--- src/rtl/led_pattern_sequencer_defines.svh ---
// Assertion macros shared by the LED pattern sequencer RTL.
// Included by modules that carry concurrent checks; depends on nothing else.
`ifndef LED_PATTERN_SEQUENCER_DEFINES_SVH
`define LED_PATTERN_SEQUENCER_DEFINES_SVH

// Check that is disabled while reset is high
`define LPS_ASSERT(name, clk, rst, prop, msg) \
   name: assert property (@(posedge clk) disable iff (rst) prop) else $error(msg);

// Check that also holds during reset
`define LPS_ASSERT_ALWAYS(name, clk, prop, msg) \
   name: assert property (@(posedge clk) prop) else $error(msg);

`endif

--- src/rtl/lps_pkg.sv ---
// Shared types, constants and mode decode for the LED pattern sequencer.
// No dependencies; used by lps_csr and led_pattern_sequencer.
`default_nettype none

package lps_pkg;

   // LED port layout
   localparam int          NUM_ROWS_DEF = 6;
   localparam int          ROW_BITS     = 6;
   localparam logic [7:0]  PORT_OFF     = 8'hFF;
   localparam logic [7:0]  PORT_RED     = 8'hBF;
   localparam logic [7:0]  PORT_GREEN   = 8'h7F;
   localparam logic [7:0]  TOGGLE_RED   = 8'h40;
   localparam logic [7:0]  TOGGLE_GREEN = 8'h80;
   localparam logic [7:0]  TOGGLE_BOTH  = 8'hC0;

   // Configuration port
   localparam int          CSR_AW           = 3;
   localparam int          CSR_DW           = 32;
   localparam logic        REG_TOGGLE_TICKS = 1'b0;
   localparam logic [7:0]  TOGGLE_TICKS_RST = 8'd3;

   // Request kinds (tuser)
   localparam logic ACT_TICK   = 1'b0;
   localparam logic ACT_SELECT = 1'b1;

   // Mode request codes
   localparam logic [3:0] REQ_OFF          = 4'd0;
   localparam logic [3:0] REQ_RED          = 4'd1;
   localparam logic [3:0] REQ_RED_MOVING   = 4'd2;
   localparam logic [3:0] REQ_RED_BLINK    = 4'd3;
   localparam logic [3:0] REQ_GREEN        = 4'd4;
   localparam logic [3:0] REQ_GREEN_MOVING = 4'd5;
   localparam logic [3:0] REQ_GREEN_BLINK  = 4'd6;
   localparam logic [3:0] REQ_RG_MOVING    = 4'd7;
   localparam logic [3:0] REQ_RG_BLINK     = 4'd8;

   // Display mode, one-hot
   typedef enum logic [8:0] {
      MODE_OFF          = 9'b000000001,
      MODE_RED          = 9'b000000010,
      MODE_RED_MOVING   = 9'b000000100,
      MODE_RED_BLINK    = 9'b000001000,
      MODE_GREEN        = 9'b000010000,
      MODE_GREEN_MOVING = 9'b000100000,
      MODE_GREEN_BLINK  = 9'b001000000,
      MODE_RG_MOVING    = 9'b010000000,
      MODE_RG_BLINK     = 9'b100000000
   } mode_type;

   typedef struct packed {
      logic     valid;
      mode_type mode;
   } mode_dec_type;

   // Request code to mode; codes above the last mode are flagged invalid
   function automatic mode_dec_type decode_mode(input logic [3:0] code);
      mode_dec_type d;
      d.valid = 1'b1;
      d.mode  = MODE_OFF;
      case (code)
         REQ_OFF:          d.mode = MODE_OFF;
         REQ_RED:          d.mode = MODE_RED;
         REQ_RED_MOVING:   d.mode = MODE_RED_MOVING;
         REQ_RED_BLINK:    d.mode = MODE_RED_BLINK;
         REQ_GREEN:        d.mode = MODE_GREEN;
         REQ_GREEN_MOVING: d.mode = MODE_GREEN_MOVING;
         REQ_GREEN_BLINK:  d.mode = MODE_GREEN_BLINK;
         REQ_RG_MOVING:    d.mode = MODE_RG_MOVING;
         REQ_RG_BLINK:     d.mode = MODE_RG_BLINK;
         default:          d.valid = 1'b0;
      endcase
      return d;
   endfunction

endpackage

`default_nettype wire

--- src/rtl/led_pattern_sequencer.sv ---
// LED pattern sequencer top level: input register, mode/pattern update, result word.
// Depends on lps_pkg, lps_csr and led_pattern_sequencer_defines.svh.
//
//   channel | direction | handshake             | payload
//   req     | in        | req_tvalid/req_tready | tdata[3:0] mode_request, tuser action
//   rsp     | out       | rsp_tvalid/rsp_tready | tdata[7:0] port_value
//   csr     | in        | APB psel/penable      | toggle_ticks at byte address 0
//
// The result word is held in the port byte register behind the input register;
// one word per cycle is sustained while rsp is not stalled.
// The port byte register doubles as the result word, so a word is only updated
// when the previous one has been taken; a stall on rsp holds the input register,
// and req stays ready while that register is empty or moving on.
// Reset is synchronous: mode off, counters zero, port byte 0xFF, blink delay 3.
`default_nettype none

module led_pattern_sequencer #(
   parameter int NUM_ROWS = lps_pkg::NUM_ROWS_DEF
) (
   input  wire logic                       clock,
   input  wire logic                       reset,
   // request stream
   input  wire logic                       req_tvalid,
   output logic                            req_tready,
   input  wire logic [7:0]                 req_tdata,  // [3:0] mode_request, [7:4] zero
   input  wire logic                       req_tuser,  // [0] action
   // result stream
   output logic                            rsp_tvalid,
   input  wire logic                       rsp_tready,
   output logic      [7:0]                 rsp_tdata,  // [7:0] port_value
   // configuration
   input  wire logic                       csr_psel,
   input  wire logic                       csr_penable,
   input  wire logic                       csr_pwrite,
   input  wire logic [lps_pkg::CSR_AW-1:0] csr_paddr,
   input  wire logic [lps_pkg::CSR_DW-1:0] csr_pwdata,
   output logic      [lps_pkg::CSR_DW-1:0] csr_prdata,
   output logic                            csr_pready
);
   import lps_pkg::*;
`include "led_pattern_sequencer_defines.svh"

   localparam int              POS_W    = $clog2(2 * NUM_ROWS);
   localparam logic [POS_W:0]  ROWS_L   = (POS_W+1)'(NUM_ROWS);
   localparam logic [POS_W:0]  ROWS2_L  = (POS_W+1)'(2 * NUM_ROWS);
   localparam logic [POS_W-1:0] LAST_ROW = POS_W'(NUM_ROWS - 1);

   logic [7:0] toggle_ticks;

   // input register
   logic       in_valid_ff, in_valid_in;
   logic       in_action_ff;
   logic [3:0] in_mode_ff;

   // display state; port_ff is also the result word
   mode_type         mode_ff, mode_in;
   logic [POS_W-1:0] pos_ff, pos_in;
   logic [7:0]       wait_ff, wait_in;
   logic [7:0]       port_ff, port_in;
   logic             rsp_valid_ff, rsp_valid_in;

   logic             take;
   logic             adv;
   mode_dec_type     dec;
   logic [POS_W:0]   pos_inc;
   logic [POS_W-1:0] pos_wrap;
   logic [8:0]       wait_inc;
   logic             blink_hit;

   // mode groups for the checks
   logic             blink_mode;
   logic             sweep_mode;
   logic             moving_mode;

   lps_csr u_csr (
      .clock        (clock),
      .reset        (reset),
      .csr_psel     (csr_psel),
      .csr_penable  (csr_penable),
      .csr_pwrite   (csr_pwrite),
      .csr_paddr    (csr_paddr),
      .csr_pwdata   (csr_pwdata),
      .csr_prdata   (csr_prdata),
      .csr_pready   (csr_pready),
      .toggle_ticks (toggle_ticks)
   );

   // red on, one row lit
   function automatic logic [7:0] red_row(input logic [POS_W-1:0] p);
      logic [ROW_BITS-1:0] rows;
      rows = ROW_BITS'(1) << p;
      return {1'b1, 1'b0, rows};
   endfunction

   // green on, rows counted from the top
   function automatic logic [7:0] green_row(input logic [POS_W-1:0] p);
      logic [POS_W-1:0]    r;
      logic [ROW_BITS-1:0] rows;
      r    = LAST_ROW - p;
      rows = ROW_BITS'(1) << r;
      return {1'b0, 1'b1, rows};
   endfunction

   // handshake
   assign adv         = in_valid_ff & (~rsp_valid_ff | rsp_tready);
   assign req_tready  = ~in_valid_ff | adv;
   assign take        = req_tvalid & req_tready;
   assign in_valid_in = take | (in_valid_ff & ~adv);
   assign rsp_valid_in = adv | (rsp_valid_ff & ~rsp_tready);

   always_ff @(posedge clock) begin
      if (take) begin
         in_action_ff <= req_tuser;
         in_mode_ff   <= req_tdata[3:0];
      end
   end

   // counters shared by the tick paths
   assign dec       = decode_mode(in_mode_ff);
   assign pos_inc   = {1'b0, pos_ff} + (POS_W+1)'(1);
   assign wait_inc  = {1'b0, wait_ff} + 9'd1;
   assign blink_hit = wait_inc >= {1'b0, toggle_ticks};

   always_comb begin
      pos_wrap = pos_inc[POS_W-1:0];
      if (mode_ff == MODE_RG_MOVING) begin
         if (pos_inc >= ROWS2_L) pos_wrap = '0;
      end else begin
         if (pos_inc >= ROWS_L) pos_wrap = '0;
      end
   end

   // next state for one item
   always_comb begin
      mode_in = mode_ff;
      pos_in  = pos_ff;
      wait_in = wait_ff;
      port_in = port_ff;
      if (adv) begin
         if (in_action_ff == ACT_SELECT) begin
            if (dec.valid && dec.mode != mode_ff) begin
               mode_in = dec.mode;
               pos_in  = '0;
               wait_in = '0;
               case (dec.mode)
                  MODE_OFF:          port_in = PORT_OFF;
                  MODE_RED,
                  MODE_RED_BLINK,
                  MODE_RG_BLINK:     port_in = PORT_RED;
                  MODE_GREEN,
                  MODE_GREEN_BLINK:  port_in = PORT_GREEN;
                  MODE_RED_MOVING,
                  MODE_RG_MOVING:    port_in = red_row('0);
                  MODE_GREEN_MOVING: port_in = green_row('0);
                  default:           port_in = PORT_OFF;
               endcase
            end
         end else begin
            case (mode_ff)
               MODE_RED_MOVING: begin
                  pos_in  = pos_wrap;
                  port_in = red_row(pos_wrap);
               end
               MODE_GREEN_MOVING: begin
                  pos_in  = pos_wrap;
                  port_in = green_row(pos_wrap);
               end
               MODE_RG_MOVING: begin
                  pos_in = pos_wrap;
                  if ({1'b0, pos_wrap} >= ROWS_L) begin
                     port_in = green_row(pos_wrap - LAST_ROW - POS_W'(1));
                  end else begin
                     port_in = red_row(pos_wrap);
                  end
               end
               MODE_RED_BLINK,
               MODE_GREEN_BLINK,
               MODE_RG_BLINK: begin
                  if (blink_hit) begin
                     wait_in = '0;
                     if (mode_ff == MODE_RED_BLINK) begin
                        port_in = port_ff ^ TOGGLE_RED;
                     end else if (mode_ff == MODE_GREEN_BLINK) begin
                        port_in = port_ff ^ TOGGLE_GREEN;
                     end else begin
                        port_in = port_ff ^ TOGGLE_BOTH;
                     end
                  end else begin
                     wait_in = wait_inc[7:0];
                  end
               end
               default: ;
            endcase
         end
      end
   end

   always_ff @(posedge clock) begin
      if (reset) begin
         in_valid_ff  <= 1'b0;
         rsp_valid_ff <= 1'b0;
         mode_ff      <= MODE_OFF;
         pos_ff       <= '0;
         wait_ff      <= '0;
         port_ff      <= PORT_OFF;
      end else begin
         in_valid_ff  <= in_valid_in;
         rsp_valid_ff <= rsp_valid_in;
         mode_ff      <= mode_in;
         pos_ff       <= pos_in;
         wait_ff      <= wait_in;
         port_ff      <= port_in;
      end
   end

   assign rsp_tvalid = rsp_valid_ff;
   assign rsp_tdata  = port_ff;

   // checks
   assign blink_mode  = (mode_ff == MODE_RED_BLINK) | (mode_ff == MODE_GREEN_BLINK) |
                        (mode_ff == MODE_RG_BLINK);
   assign sweep_mode  = (mode_ff == MODE_RED_MOVING) | (mode_ff == MODE_GREEN_MOVING);
   assign moving_mode = sweep_mode | (mode_ff == MODE_RG_MOVING);

   `LPS_ASSERT(a_off_dark, clock, reset,
      (mode_ff == MODE_OFF) |-> (port_ff == PORT_OFF), "off mode with LEDs driven")
   `LPS_ASSERT(a_wait_idle, clock, reset,
      !blink_mode |-> (wait_ff == 8'd0), "tick count outside blink mode")
   `LPS_ASSERT(a_one_row, clock, reset,
      moving_mode |-> $onehot(port_ff[ROW_BITS-1:0]), "moving mode without exactly one row lit")
   `LPS_ASSERT(a_pos_range, clock, reset,
      sweep_mode |-> ({1'b0, pos_ff} < ROWS_L), "row position out of range")
   `LPS_ASSERT(a_hold_stall, clock, reset,
      (rsp_valid_ff && !rsp_tready) |=> (port_ff == $past(port_ff) && mode_ff == $past(mode_ff)),
      "state moved while result stalled")

endmodule

`default_nettype wire

--- src/rtl/lps_csr.sv ---
// APB-style register block holding the blink delay.
// Depends on lps_pkg for address width, register index and reset value.
`default_nettype none

module lps_csr (
   input  wire logic                       clock,
   input  wire logic                       reset,
   input  wire logic                       csr_psel,
   input  wire logic                       csr_penable,
   input  wire logic                       csr_pwrite,
   input  wire logic [lps_pkg::CSR_AW-1:0] csr_paddr,
   input  wire logic [lps_pkg::CSR_DW-1:0] csr_pwdata,
   output logic      [lps_pkg::CSR_DW-1:0] csr_prdata,
   output logic                            csr_pready,
   output logic      [7:0]                 toggle_ticks
);
   import lps_pkg::*;

   logic [7:0] toggle_ticks_ff;
   logic [7:0] toggle_ticks_in;
   logic       reg_index;
   logic       wr_en;

   // word index: one register per 4 bytes
   assign reg_index  = csr_paddr[CSR_AW-1];
   assign wr_en      = csr_psel & csr_penable & csr_pwrite & csr_pready;
   assign csr_pready = 1'b1;

   // write decode
   always_comb begin
      toggle_ticks_in = toggle_ticks_ff;
      if (wr_en && reg_index == REG_TOGGLE_TICKS) begin
         toggle_ticks_in = csr_pwdata[7:0];
      end
   end

   always_ff @(posedge clock) begin
      if (reset) begin
         toggle_ticks_ff <= TOGGLE_TICKS_RST;
      end else begin
         toggle_ticks_ff <= toggle_ticks_in;
      end
   end

   // read mux
   always_comb begin
      csr_prdata = '0;
      if (reg_index == REG_TOGGLE_TICKS) begin
         csr_prdata = {{(CSR_DW-8){1'b0}}, toggle_ticks_ff};
      end
   end

   assign toggle_ticks = toggle_ticks_ff;

endmodule

`default_nettype wire

--- config.mk ---
export PLATFORM = sky130hd
export DESIGN_NAME = led_pattern_sequencer
export DESIGN_NICKNAME = d
export VERILOG_FILES = /design/src/rtl/lps_pkg.sv /design/src/rtl/led_pattern_sequencer.sv /design/src/rtl/lps_csr.sv
export VERILOG_INCLUDE_DIRS = /design/src /design/src/rtl
export SDC_FILE = /design/constraint.sdc
export NUM_CORES = 1
export LEC_CHECK = 0
export ABC_AREA = 1
export BUFFER_PORTS_ARGS = -buffer_cell sky130_fd_sc_hd__buf_2
export CAP_MARGIN = 20
export CORE_ASPECT_RATIO = 0.9
export CORE_UTILIZATION = 57
export CTS_CLUSTER_SIZE = 14
export DETAILED_ROUTE_END_ITERATION = 8
export PLACE_DENSITY_LB_ADDON = 0.25
export SLEW_MARGIN = 15
export SYNTH_ARGS = -nofsm -noshare
export SYNTH_HDL_FRONTEND = slang
export SYNTH_SLANG_ARGS = --single-unit
export TNS_END_PERCENT = 10
--- constraint.sdc ---
create_clock -name clock -period 4.25 [get_ports clock]
set_clock_uncertainty 0.1 [all_clocks]
set_input_delay 0.425 -clock clock [delete_from_list [all_inputs] [get_ports clock]]
set_output_delay 0.425 -clock clock [all_outputs]
set_load 0.02 [all_outputs]
# After elaboration in Yosys (flattened, before gate mapping)
# Cells that the tools add are included.
# word_totals
reg_bits	44
input_bits	51
wordCells	110
# op_classes
n_addsub	6
order_cmp	4
eq_ne	28
shifts	3
muxes	21
bitwise	18
n_reduce_logical	19
# ops
operator	n
8-bit 2-to-1 mux	11
9-bit one-hot mux with 8 select lines	1
8-bit one-hot mux with 4 select lines	2
4-bit 2-to-1 mux	6
9-bit by 3-bit == test with 1-bit output (second input constant)	2
9-bit by 4-bit == test with 1-bit output (second input constant)	2
9-bit by 6-bit == test with 1-bit output (second input constant)	2
9-bit by 7-bit == test with 1-bit output (second input constant)	2
9-bit by 8-bit == test with 1-bit output (second input constant)	2
9-bit == test (second input constant)	2
1-bit by 4-bit left shift with 6-bit output (first input constant)	3
4-bit by 3-bit == test with 1-bit output (second input constant)	4
5-bit AND reduction	2
8-bit by 1-bit adder with 9-bit output (second input constant)	1
9-bit by 2-bit == test with 1-bit output (second input constant)	1
9-bit by 5-bit == test with 1-bit output (second input constant)	1
9-bit by 8-bit >= comparator with 1-bit output	1
9-bit != test	1
3-bit AND reduction	3
3-bit OR reduction	3
9-bit OR reduction	1
4-bit by 2-bit == test with 1-bit output (second input constant)	2
3-bit by 4-bit subtractor with 4-bit output (first input constant)	2
1-bit inverter	7
other kinds (23)	35

# Logic depth before layout (Yosys ltp)
# Gate-level depths: netlist of run 1.
# depth
depth_word	11
depth_mapped	22
mapped_depth_nobuf	22

# By module
# From an unflattened synthesis of run 1, not the netlist that was laid out.
# unflattened
cells_unflattened	531
area_unflattened_um2	3363.2
# modules_own_cells
mod	n_inst	cells_each	area_per_inst_um2
led_pattern_sequencer	1	434	2710.1
lps_csr	1	97	653.1

# Least setup slack after synthesis of run 1
# No wires, ideal clock.
# synth_timing
path_kind	flip-flop to flip-flop
startpoint	reg wait_ff[0]
endpoint	reg wait_ff[0]
arrival_time_ns	2.383
required_time_ns	4.086
setup_slack_ns	1.703
path_stages_with_launch	15
synth_period_minus_slack_ns	2.547
cell_sequence	dfxtp_1 > ha_1 > nand3_1 > nor3b_1 > xor2_1 > ha_1 > nand2_1 > inv_1 > nand3_1 > nor2_1 > nor3_1 > nand3_1 > o21ai_0 > nand2_1 > nor2_1
# synth_via
elab_chain_len	5
# synth_lines
element	line	rtl
from (decl)	led_pattern_sequencer.sv:58	logic [7:0] wait_ff, wait_in;
from (signal assigned)	led_pattern_sequencer.sv:211	wait_ff <= wait_in;
8-bit by 1-bit adder with 9-bit output (*)	led_pattern_sequencer.sv:121	assign wait_inc = {1'b0, wait_ff} + 9'd1;
9-bit by 8-bit >= comparator with 1-bit output	led_pattern_sequencer.sv:122	assign blink_hit = wait_inc >= {1'b0, toggle_ticks};
8-bit 2-to-1 mux (*)	led_pattern_sequencer.sv:179	if (blink_hit) begin
8-bit 2-to-1 mux (*)	led_pattern_sequencer.sv:159	case (mode_ff)
8-bit 2-to-1 mux (*)	led_pattern_sequencer.sv:140	if (in_action_ff == ACT_SELECT) begin
# Mark *: on every way between the ends. The rest lies on a longest branch, timed or not. The select of a mux whose other input is x is not followed.
# A chain may end at the register's enable or synchronous reset.

# Final worst setup path of run 1
# layout_timing
startpoint	reg wait_ff[0]
endpoint	reg wait_ff[4]
# The elaborated chain is that of the path after synthesis.

==> flow_summary.yaml, run 1 <==
synthesis:
  synth_cell_types: 38
  async_flop_share: 0
  ys_warn_count: 0
  postSynthCellCount: 495
  yosysTopAreaCell: "dfxtp_1"
  yosysMostFrequentCell: "nand2_1"
  syn-cell-area_um2: 3252
  synth_edf_count: 5
  synth_commonest_cells: "99 x nand2_1, 60 x inv_1, 58 x nand3_1, 45 x nor2_1, 39 x dfxtp_1"
  synth-seq-cells: 44
  ys.flop_type: "dfxtp_1"
  ys_top_cells_by_area: "dfxtp_1 24%, nand2_1 11%, nand3_1 8.9%"
  yosys.area.top_type_share: 0.2401
  seq_area_frac_synth: 0.2863
  syn_avg_cell_area_um2: 6.569
sta:
  setup_viol: 0
  relSlewSlack: 0.6167
  hold_viol_final: 0
  period_share: 0.7224
  fmax_ghz: 0.3257
  grt_setup_unrepaired: "no"
  tightest_slew_ns: 0.5736
  setup_tns_ns: 0
  drv_slew: 0
  fin_crit_ns: 3.070
floorplanning:
  die-area_um2: 6011
  initial_core_util: 0.6044
  fp.coreArea_um2: 5380
  io_pins: 94
  rows: 25
  fp.dieW_um: 81.62
  die_y_um: 73.66
clock_tree:
  cts_tree: "built"
  clock_latency_ns: 0.30
  cts_setup_buffers: 0
  htreeDepth: 2
  numCtsBuffers: 5
  path_clk_slew_ns: 0.09
  cts_hold_buf: 0
  cts_max_path_buffers: 2
  cts_root_buf: "clkbuf_8"
  cts_resized: 0
  cts_sinks: 44
global_routing:
  first_global_vias: 2775
  antenna_found_initial: 0
  met3_usage: 0.04845
  grt.total_usage: 0.2553
  grt_pass1_wl_um: 11970
  grt_util_met1: 0.3397
  grt_max_degree: 24
  use_met2: 0.4157
  grt.busiest_layer: "met2"
  overflow: 0
place:
  dpl.cell_count: 587
  gp_congestion: 0.9045
  port-buffer-count: 38
  dp.final_hpwl_um: 5586
outcome:
  status: "completed"
worst_setup_path:
  cpPeakStageDelay_ns: 0.40
  arrival_ns: 3.19
  critical_path_class: "flop to flop"
  cpLargestDelayFamily: "simple AND/OR/NAND/NOR gates"
  r2r_setup_slack_ns: 1.18
  critical_path_depth: 14
  critPathCaptureType: "flop"
  path_cells: "ha_1, nand3_1, nor3b_1, xor2_1, ha_1, nand2_1, inv_1, nand3_1, nor2_1, nor3_1, nand3_1, nor2_1, nand2_1, a21oi_1"
  cpMostUsedCell: "nand3_1"
  cp_max_fo: 5
  cp.required_ns: 4.37
  rr_worst_depth: 14
  critPathLaunchType: "flop"
  slowest_stage: "nor3_1"
  path_buf_inv: 1
final_layout:
  fin_cells: 595
  drive_gt1_frac: 0.1439
  areaGrowthSynthToFinish_pct: 7.464
  fillers: 503
  layout.nets: 592
  diodes: 0
route:
  wl_per_cell_um: 12.27
  drt-initial-drc-count: 250
  route.detailed.drc: 0
  drt_pre_antenna_iters: 5
  ant_nets: 0
  vias: 3232
  viasPerCell: 5.432
  wl_um: 7302
min_path:
  hold_class: "primary input to flop"
  worstHoldPathCells: 1
power:
  power_density_nw_per_um2: 284.3
  cellLeakagePower_nw: 1.772
  vdd_ir_drop_max_uv: 230.4
flow_run:
  max_cap_viol_count: 0
through the flow:
stage / cell area, µm² / total power, mW / util / hold WS (ns) / setup WS, ns
floorplan: 3338 / 0.6008 / - / 0.3434 / 1.703
global placement: 3362 / 0.6164 / 0.6249 / 0.3481 / 1.383
detailed placement: 3362 / 0.6207 / 0.6249 / 0.3484 / 1.327
CTS: 3495 / 0.9960 / 0.6495 / 0.1929 / 1.199
global route: 3495 / 1.036 / 0.6495 / 0.1865 / 0.9186
finish: 3495 / 0.9935 / 0.6495 / 0.1951 / 1.180
area by class of cell:
| type | count | area [µm²] | area share |
|---|---|---|---|
| tap | 67 | 83.83 | 0.02399 |
| clock buffer | 6 | 72.57 | 0.02077 |
| inverter | 72 | 270.3 | 0.07734 |
| timing repair buffer | 38 | 190.2 | 0.05442 |
| clock inverter | 2 | 60.06 | 0.01719 |
| multi-input combinational | 366 | 1887 | 0.5399 |
| sequential | 44 | 930.9 | 0.2664 |
registers in the layout (all words and copies together) (netlist names):
signal,cells
in_valid_ff,1
pos_ff,4
rsp_tdata,8
in_mode_ff,4
in_action_ff,1
mode_ff,9
wait_ff,8
u_csr.toggle_ticks,8
rsp_tvalid,1
cells in the final DEF (no fill, tap or decap), types with 2 or more instances in the layout:
cell,netlist,routed
a21oi_1,35,35
and3_1,2,2
buf_2,2,38
bufinv_16,0,2
clkbuf_8,0,5
conb_1,2,25
dfxtp_1,39,39
edfxtp_1,5,5
ha_1,14,14
inv_1,60,60
inv_2,12,12
nand2_1,99,99
nand2_2,9,9
nand3_1,58,58
nand3b_1,3,3
nand4_1,16,16
nand4_2,2,2
nor2_1,45,45
nor2_2,3,3
nor2_4,2,2
nor3_1,6,6
o211ai_1,3,3
o21ai_0,17,17
o21ai_1,6,6
o22ai_1,2,2
xor2_1,9,9
where the power goes:
part / total [mW] / leakage, nW / switching (mW) / internal [mW]
Combinational: 0.163 / 1.34 / 0.114 / 0.0488
Clock: 0.380 / 0.0654 / 0.145 / 0.235
Sequential: 0.451 / 0.366 / 0.0145 / 0.437
Total: 0.994 / 1.77 / 0.273 / 0.720
cells by family after synthesis:
kind of cell,share of synthesized area
AO/OA/AOI/OAI,0.1131
adder cells (fa/ha/maj),0.05387
other,0.002309
buffers and inverters,0.1601
XOR/XNOR,0.02694
flip-flops,0.2863
AND/OR/NAND/NOR,0.3574
path summary, 6_finish.rpt:
kind / to / start
max: wait_ff[4] / wait_ff[0]
min: in_mode_ff[0] / req_tdata[0]
max reg2reg: wait_ff[4] / wait_ff[0]
min reg2reg: rsp_tdata[5] / rsp_tdata[5]
metal layers:
metal / part of all wire / up-vias / wire length, µm
li1: - / 1629 / -
met1: 0.46 / 1445 / 3365
met2: 0.45 / 140 / 3309
met3: 0.067 / 18 / 489
met4: 0.019 / 0 / 138
met5: 0 / - / 0
(Power assumes the default switching activity.)
==> inputs of run 2 (changes only) <==
--- a/config.mk
+++ b/config.mk
@@ -10,7 +10,7 @@
 export BUFFER_PORTS_ARGS = -buffer_cell sky130_fd_sc_hd__buf_2
 export CAP_MARGIN = 20
 export CORE_ASPECT_RATIO = 0.9
-export CORE_UTILIZATION = 57
+export CORE_UTILIZATION = 53
 export CTS_CLUSTER_SIZE = 14
 export DETAILED_ROUTE_END_ITERATION = 8
 export PLACE_DENSITY_LB_ADDON = 0.25
==> constraint.sdc (replaced) <==
create_clock -name clock -period 3.1 [get_ports clock]
set_clock_uncertainty 0.1 [all_clocks]
set_input_delay 0.31 -clock clock [delete_from_list [all_inputs] [get_ports clock]]
set_output_delay 0.31 -clock clock [all_outputs]
set_load 0.02 [all_outputs]
==> flow_summary.yaml, run 2 (synthesis gave the netlist of run 1 again) <==
min_path:
  min-delay-start: "req_tdata[2]"
  min_to: "in_mode_ff[2]"
  hold_class: "primary input to flop"
  worstHoldPathCells: 1
final_layout:
  largest_reg_flops: 9
  final_common_cell: "nand2_1"
  fillers: 571
  fin_cells: 600
  layout.nets: 594
  areaGrowthSynthToFinish_pct: 7.887
  diodes: 0
  top_register: "mode_ff"
  final_cell_mix: "99 x nand2_1, 60 x inv_1, 58 x nand3_1"
  drive_gt1_frac: 0.1509
route:
  drt-initial-drc-count: 228
  wl_um: 7119
  wl_per_cell_um: 11.87
  drt_pre_antenna_iters: 7
  route.detailed.drc: 13
  viasPerCell: 5.228
  ant_nets: 0
  vias: 3137
clock_tree:
  cts_resized: 0
  cts_hold_buf: 0
  cts_max_path_buffers: 2
  cts_tree: "built"
  path_clk_slew_ns: 0.09
  cts_setup_buffers: 0
  htreeDepth: 2
  clock_latency_ns: 0.30
  cts_sinks: 44
  numCtsBuffers: 5
  cts_root_buf: "clkbuf_8"
worst_setup_path:
  timing.rr.start: "wait_ff[0]"
  timing.rr.end: "wait_ff[4]"
  cp-startpoint: "wait_ff[0]"
  arrival_ns: 2.89
  rr_worst_depth: 15
  cp.required_ns: 3.23
  cp_max_fo: 5
  critPathCaptureType: "flop"
  r2r_setup_slack_ns: 0.34
  critPathLaunchType: "flop"
  critical_path_class: "flop to flop"
power:
  p_int_mw: 0.9317
  p_seq_frac: 0.469
  clkPwrFrac: 0.360
  swShare: 0.2932
  cellLeakagePower_nw: 1.777
  vdd_ir_drop_max_uv: 254.4
  p_sw_mw: 0.3864
  power_density_nw_per_um2: 375.7
  pwr-share-comb: 0.171
floorplanning:
  fp.dieW_um: 84.57
  initial_core_util: 0.5616
  io_pins: 94
  die-area_um2: 6453
  fp.coreArea_um2: 5791
  rows: 26
  die_y_um: 76.31
global_routing:
  grt.total_usage: 0.2291
  grt_pass1_wl_um: 12170
  grt.busiest_layer: "met2"
  antenna_found_initial: 0
  grt_max_degree: 23
  grt_util_met1: 0.3222
  first_global_vias: 2789
  met3_usage: 0.03250
  use_met2: 0.3585
  overflow: 0
outcome:
  status: "finished with violations"
  violations: "design-rule violations"
sta:
  relSlewSlack: 0.6077
  hold_viol_final: 0
  setup_viol: 0
  fmax_ghz: 0.3622
  fin_crit_ns: 2.761
  drv_slew: 0
  setup_tns_ns: 0
  grt_setup_unrepaired: "no"
  period_share: 0.8907
  tightest_slew_ns: 0.5878
flow_run:
  max_cap_viol_count: 0
place:
  dp.final_hpwl_um: 5431
  dpl.cell_count: 592
  gp_congestion: 0.9214
  port-buffer-count: 38
[run 2: cell type report]
type                    count  area [µm²]  share of cell area
flip-flops and latches     44       932.1              0.2657
clock inverters             2       38.79             0.01106
inverters                  72       270.3             0.07703
multi-input cells         366        1892              0.5392
repair buffers             40       205.2             0.05849
clock buffers               6       82.58             0.02354
well taps                  70       87.58             0.02496
[run 2: stage by stage]
step                      setup slack, ns  hold WS, ns  cell area (µm²)  power (mW)  utilization
final                              0.3389      0.07830             3508       1.318       0.6059
after global routing              0.02571      0.06361             3508       1.385       0.6059
after CTS                          0.2221      0.07476             3502       1.326       0.6048
after detailed placement           0.2682       0.3536             3381      0.8531       0.5838
after global placement             0.3197       0.3479             3381      0.8485       0.5838
after floorplan                    0.5530       0.3089             3338      0.8237            -
[run 2: worst max-delay path, cell delays in order, from the launching register on]
cell     delay [ns]
dfxtp_1        0.39
ha_1           0.20
nand3_1        0.13
nor3b_1        0.35
xor2_1         0.23
ha_1           0.27
nand2_1        0.07
inv_1          0.04
nand3_1        0.06
nor2_1         0.05
nor3_1         0.13
buf_4          0.17
nand3_1        0.16
nor2_1         0.15
nand2_1        0.07
a21oi_1        0.13
[run 2: how the worst max path moves through the flow]
stage | slack (ns) | to | cells past startpoint
after global routing | 0.03 | rsp_tdata[5] | 22
after global placement | 0.32 | rsp_tdata[3] | 22
after detailed placement | 0.27 | rsp_tdata[3] | 22
after floorplan | 0.55 | wait_ff[0] | 14
final | 0.34 | wait_ff[4] | 15
after CTS | 0.22 | rsp_tdata[3] | 22
[run 2: power by group through the flow]
| stage | clock network [mW] | logic (mW) | registers [mW] |
|---|---|---|---|
| after floorplan | 0 | 0.190 | 0.634 |
| after global routing | 0.510 | 0.253 | 0.621 |
| after global placement | 0 | 0.218 | 0.630 |
| after detailed placement | 0 | 0.222 | 0.631 |
| final | 0.475 | 0.225 | 0.618 |
| after CTS | 0.485 | 0.224 | 0.618 |
[run 2: per-layer routing]
metal	wire length [µm]	vias to the layer above
li1	-	1632
met1	3632	1417
met2	3101	80
met3	294	8
met4	90	0
met5	0	-
==> inputs of run 3 (changes only) <==
--- a/config.mk
+++ b/config.mk
@@ -10,7 +10,7 @@
 export BUFFER_PORTS_ARGS = -buffer_cell sky130_fd_sc_hd__buf_2
 export CAP_MARGIN = 20
 export CORE_ASPECT_RATIO = 0.9
-export CORE_UTILIZATION = 53
+export CORE_UTILIZATION = 45
 export CTS_CLUSTER_SIZE = 14
 export DETAILED_ROUTE_END_ITERATION = 8
 export PLACE_DENSITY_LB_ADDON = 0.25
==> flow_summary.yaml, run 3 (synthesis gave the netlist of run 1 again) <==
outcome:
  status: "completed"
final_layout:
  largest_reg_flops: 9
  finish.utilization: 0.5012
  layout.nets: 594
  fillers: 720
  diodes: 0
  drive_gt1_frac: 0.1491
  top_register: "mode_ff"
  areaGrowthSynthToFinish_pct: 7.926
  final_common_cell: "nand2_1"
  fin_cells: 623
  final_cell_mix: "99 x nand2_1, 60 x inv_1, 58 x nand3_1"
route:
  drt-initial-drc-count: 173
  vias: 3094
  route.detailed.drc: 0
  ant_nets: 0
  wl_um: 7103
  wl_per_cell_um: 11.40
  drt_pre_antenna_iters: 5
  viasPerCell: 4.966
floorplanning:
  io_pins: 94
  die_y_um: 82.65
  initial_core_util: 0.4644
  fp.dieW_um: 91.61
  fp.coreArea_um2: 7003
  rows: 29
  die-area_um2: 7571
place:
  port-buffer-count: 38
  dpl.cell_count: 615
  gp_congestion: 0.8936
  dp.final_hpwl_um: 5517
sta:
  fin_crit_ns: 2.725
  period_share: 0.8790
  grt_setup_unrepaired: "no"
  drv_slew: 0
  fmax_ghz: 0.3670
  hold_viol_final: 0
  tightest_slew_ns: 0.5391
  relSlewSlack: 0.6402
  setup_viol: 0
  setup_tns_ns: 0
  whs_ns: 0.08362
global_routing:
  antenna_found_initial: 0
  grt_max_degree: 22
  first_global_vias: 2792
  grt.total_usage: 0.1975
  grt_pass1_wl_um: 12100
  overflow: 0
clock_tree:
  numCtsBuffers: 5
  cts_setup_buffers: 0
  cts_sinks: 44
  cts_root_buf: "clkbuf_8"
  htreeDepth: 2
  cts_tree: "built"
  path_clk_slew_ns: 0.08
  clock_latency_ns: 0.30
  cts_max_path_buffers: 2
power:
  vdd_ir_drop_max_uv: 168.3
  power_mw: 1.224
  cellLeakagePower_nw: 1.762
  power_density_nw_per_um2: 348.7
worst_setup_path:
  cp.required_ns: 3.24
  critPathLaunchType: "flop"
  arrival_ns: 2.86
  critPathCaptureType: "flop"
  cp_max_fo: 5
  rr_worst_depth: 15
  critical_path_class: "flop to flop"
min_path:
  worstHoldPathCells: 1
  hold_class: "primary input to flop"
flow_run:
  max_cap_viol_count: 0
==> run 3: cell types whose count changed in the layout (fill, tap and decap cells not counted), sizes merged <==
| cell | delta |
|---|---|
| clkbuf | +2 |
| clkinv | -1 |
| bufinv | -1 |
==> run 3: worst paths after layout <==
check             slack (ns)          from       endpoint
setup / recovery        0.38    wait_ff[0]     wait_ff[0]
hold / removal          0.08  req_tdata[1]  in_mode_ff[1]
setup reg to reg        0.38    wait_ff[0]     wait_ff[0]
hold reg to reg         0.37  rsp_tdata[5]   rsp_tdata[5]
==> run 3: power by group <==
group / total, mW / internal (mW) / switching [mW]
sequential: 0.617 / 0.598 / 0.0193
clock: 0.382 / 0.182 / 0.199
combinational: 0.225 / 0.0691 / 0.156
==> run 3: what timing repair did <==
action,CTS,global route
resized for setup,0,4
hold buffers,0,0
setup endpoints to repair,0,6
==> run 3: worst max-delay path, cell delays in order (launching register included) <==
cell     delay [ns]
dfxtp_1        0.39
ha_1           0.20
nand3_1        0.12
nor3b_1        0.32
xor2_1         0.24
ha_1           0.28
nand2_1        0.07
inv_1          0.04
nand3_1        0.06
nor2_1         0.05
nor3_1         0.13
buf_4          0.16
nand3_1        0.17
o21ai_0        0.20
nand2_1        0.06
nor2_1         0.09
==> run 3: cell type report <==
class	instances	area (µm²)	share of cell area
tap	93	116.4	0.03316
multi-input combinational	366	1892	0.5390
sequential	44	935.9	0.2667
inverter	72	270.3	0.07701
timing repair buffer	40	205.2	0.05847
clock buffer	8	90.09	0.02567
==> run 3: routing by layer <==
| metal | wire (µm) | vias to the layer above | part of all wire | global-route usage |
|---|---|---|---|---|
| li1 | - | 1631 | - | - |
| met1 | 3413 | 1391 | 0.48 | 0.2535 |
| met2 | 3358 | 66 | 0.47 | 0.3466 |
| met3 | 252 | 6 | 0.035 | 0.03022 |
| met4 | 78 | 0 | 0.011 | 0.05714 |
| met5 | 0 | - | 0 | 0 |
==> run 3: per-stage QoR <==
stage          area, µm²  setup WS, ns
6_report            3510        0.3751
5_1_grt             3510       0.01612
3_5_place_dp        3410        0.2277
2_1_floorplan       3338        0.5530
3_3_place_gp        3410        0.2765
4_1_cts             3500        0.1968
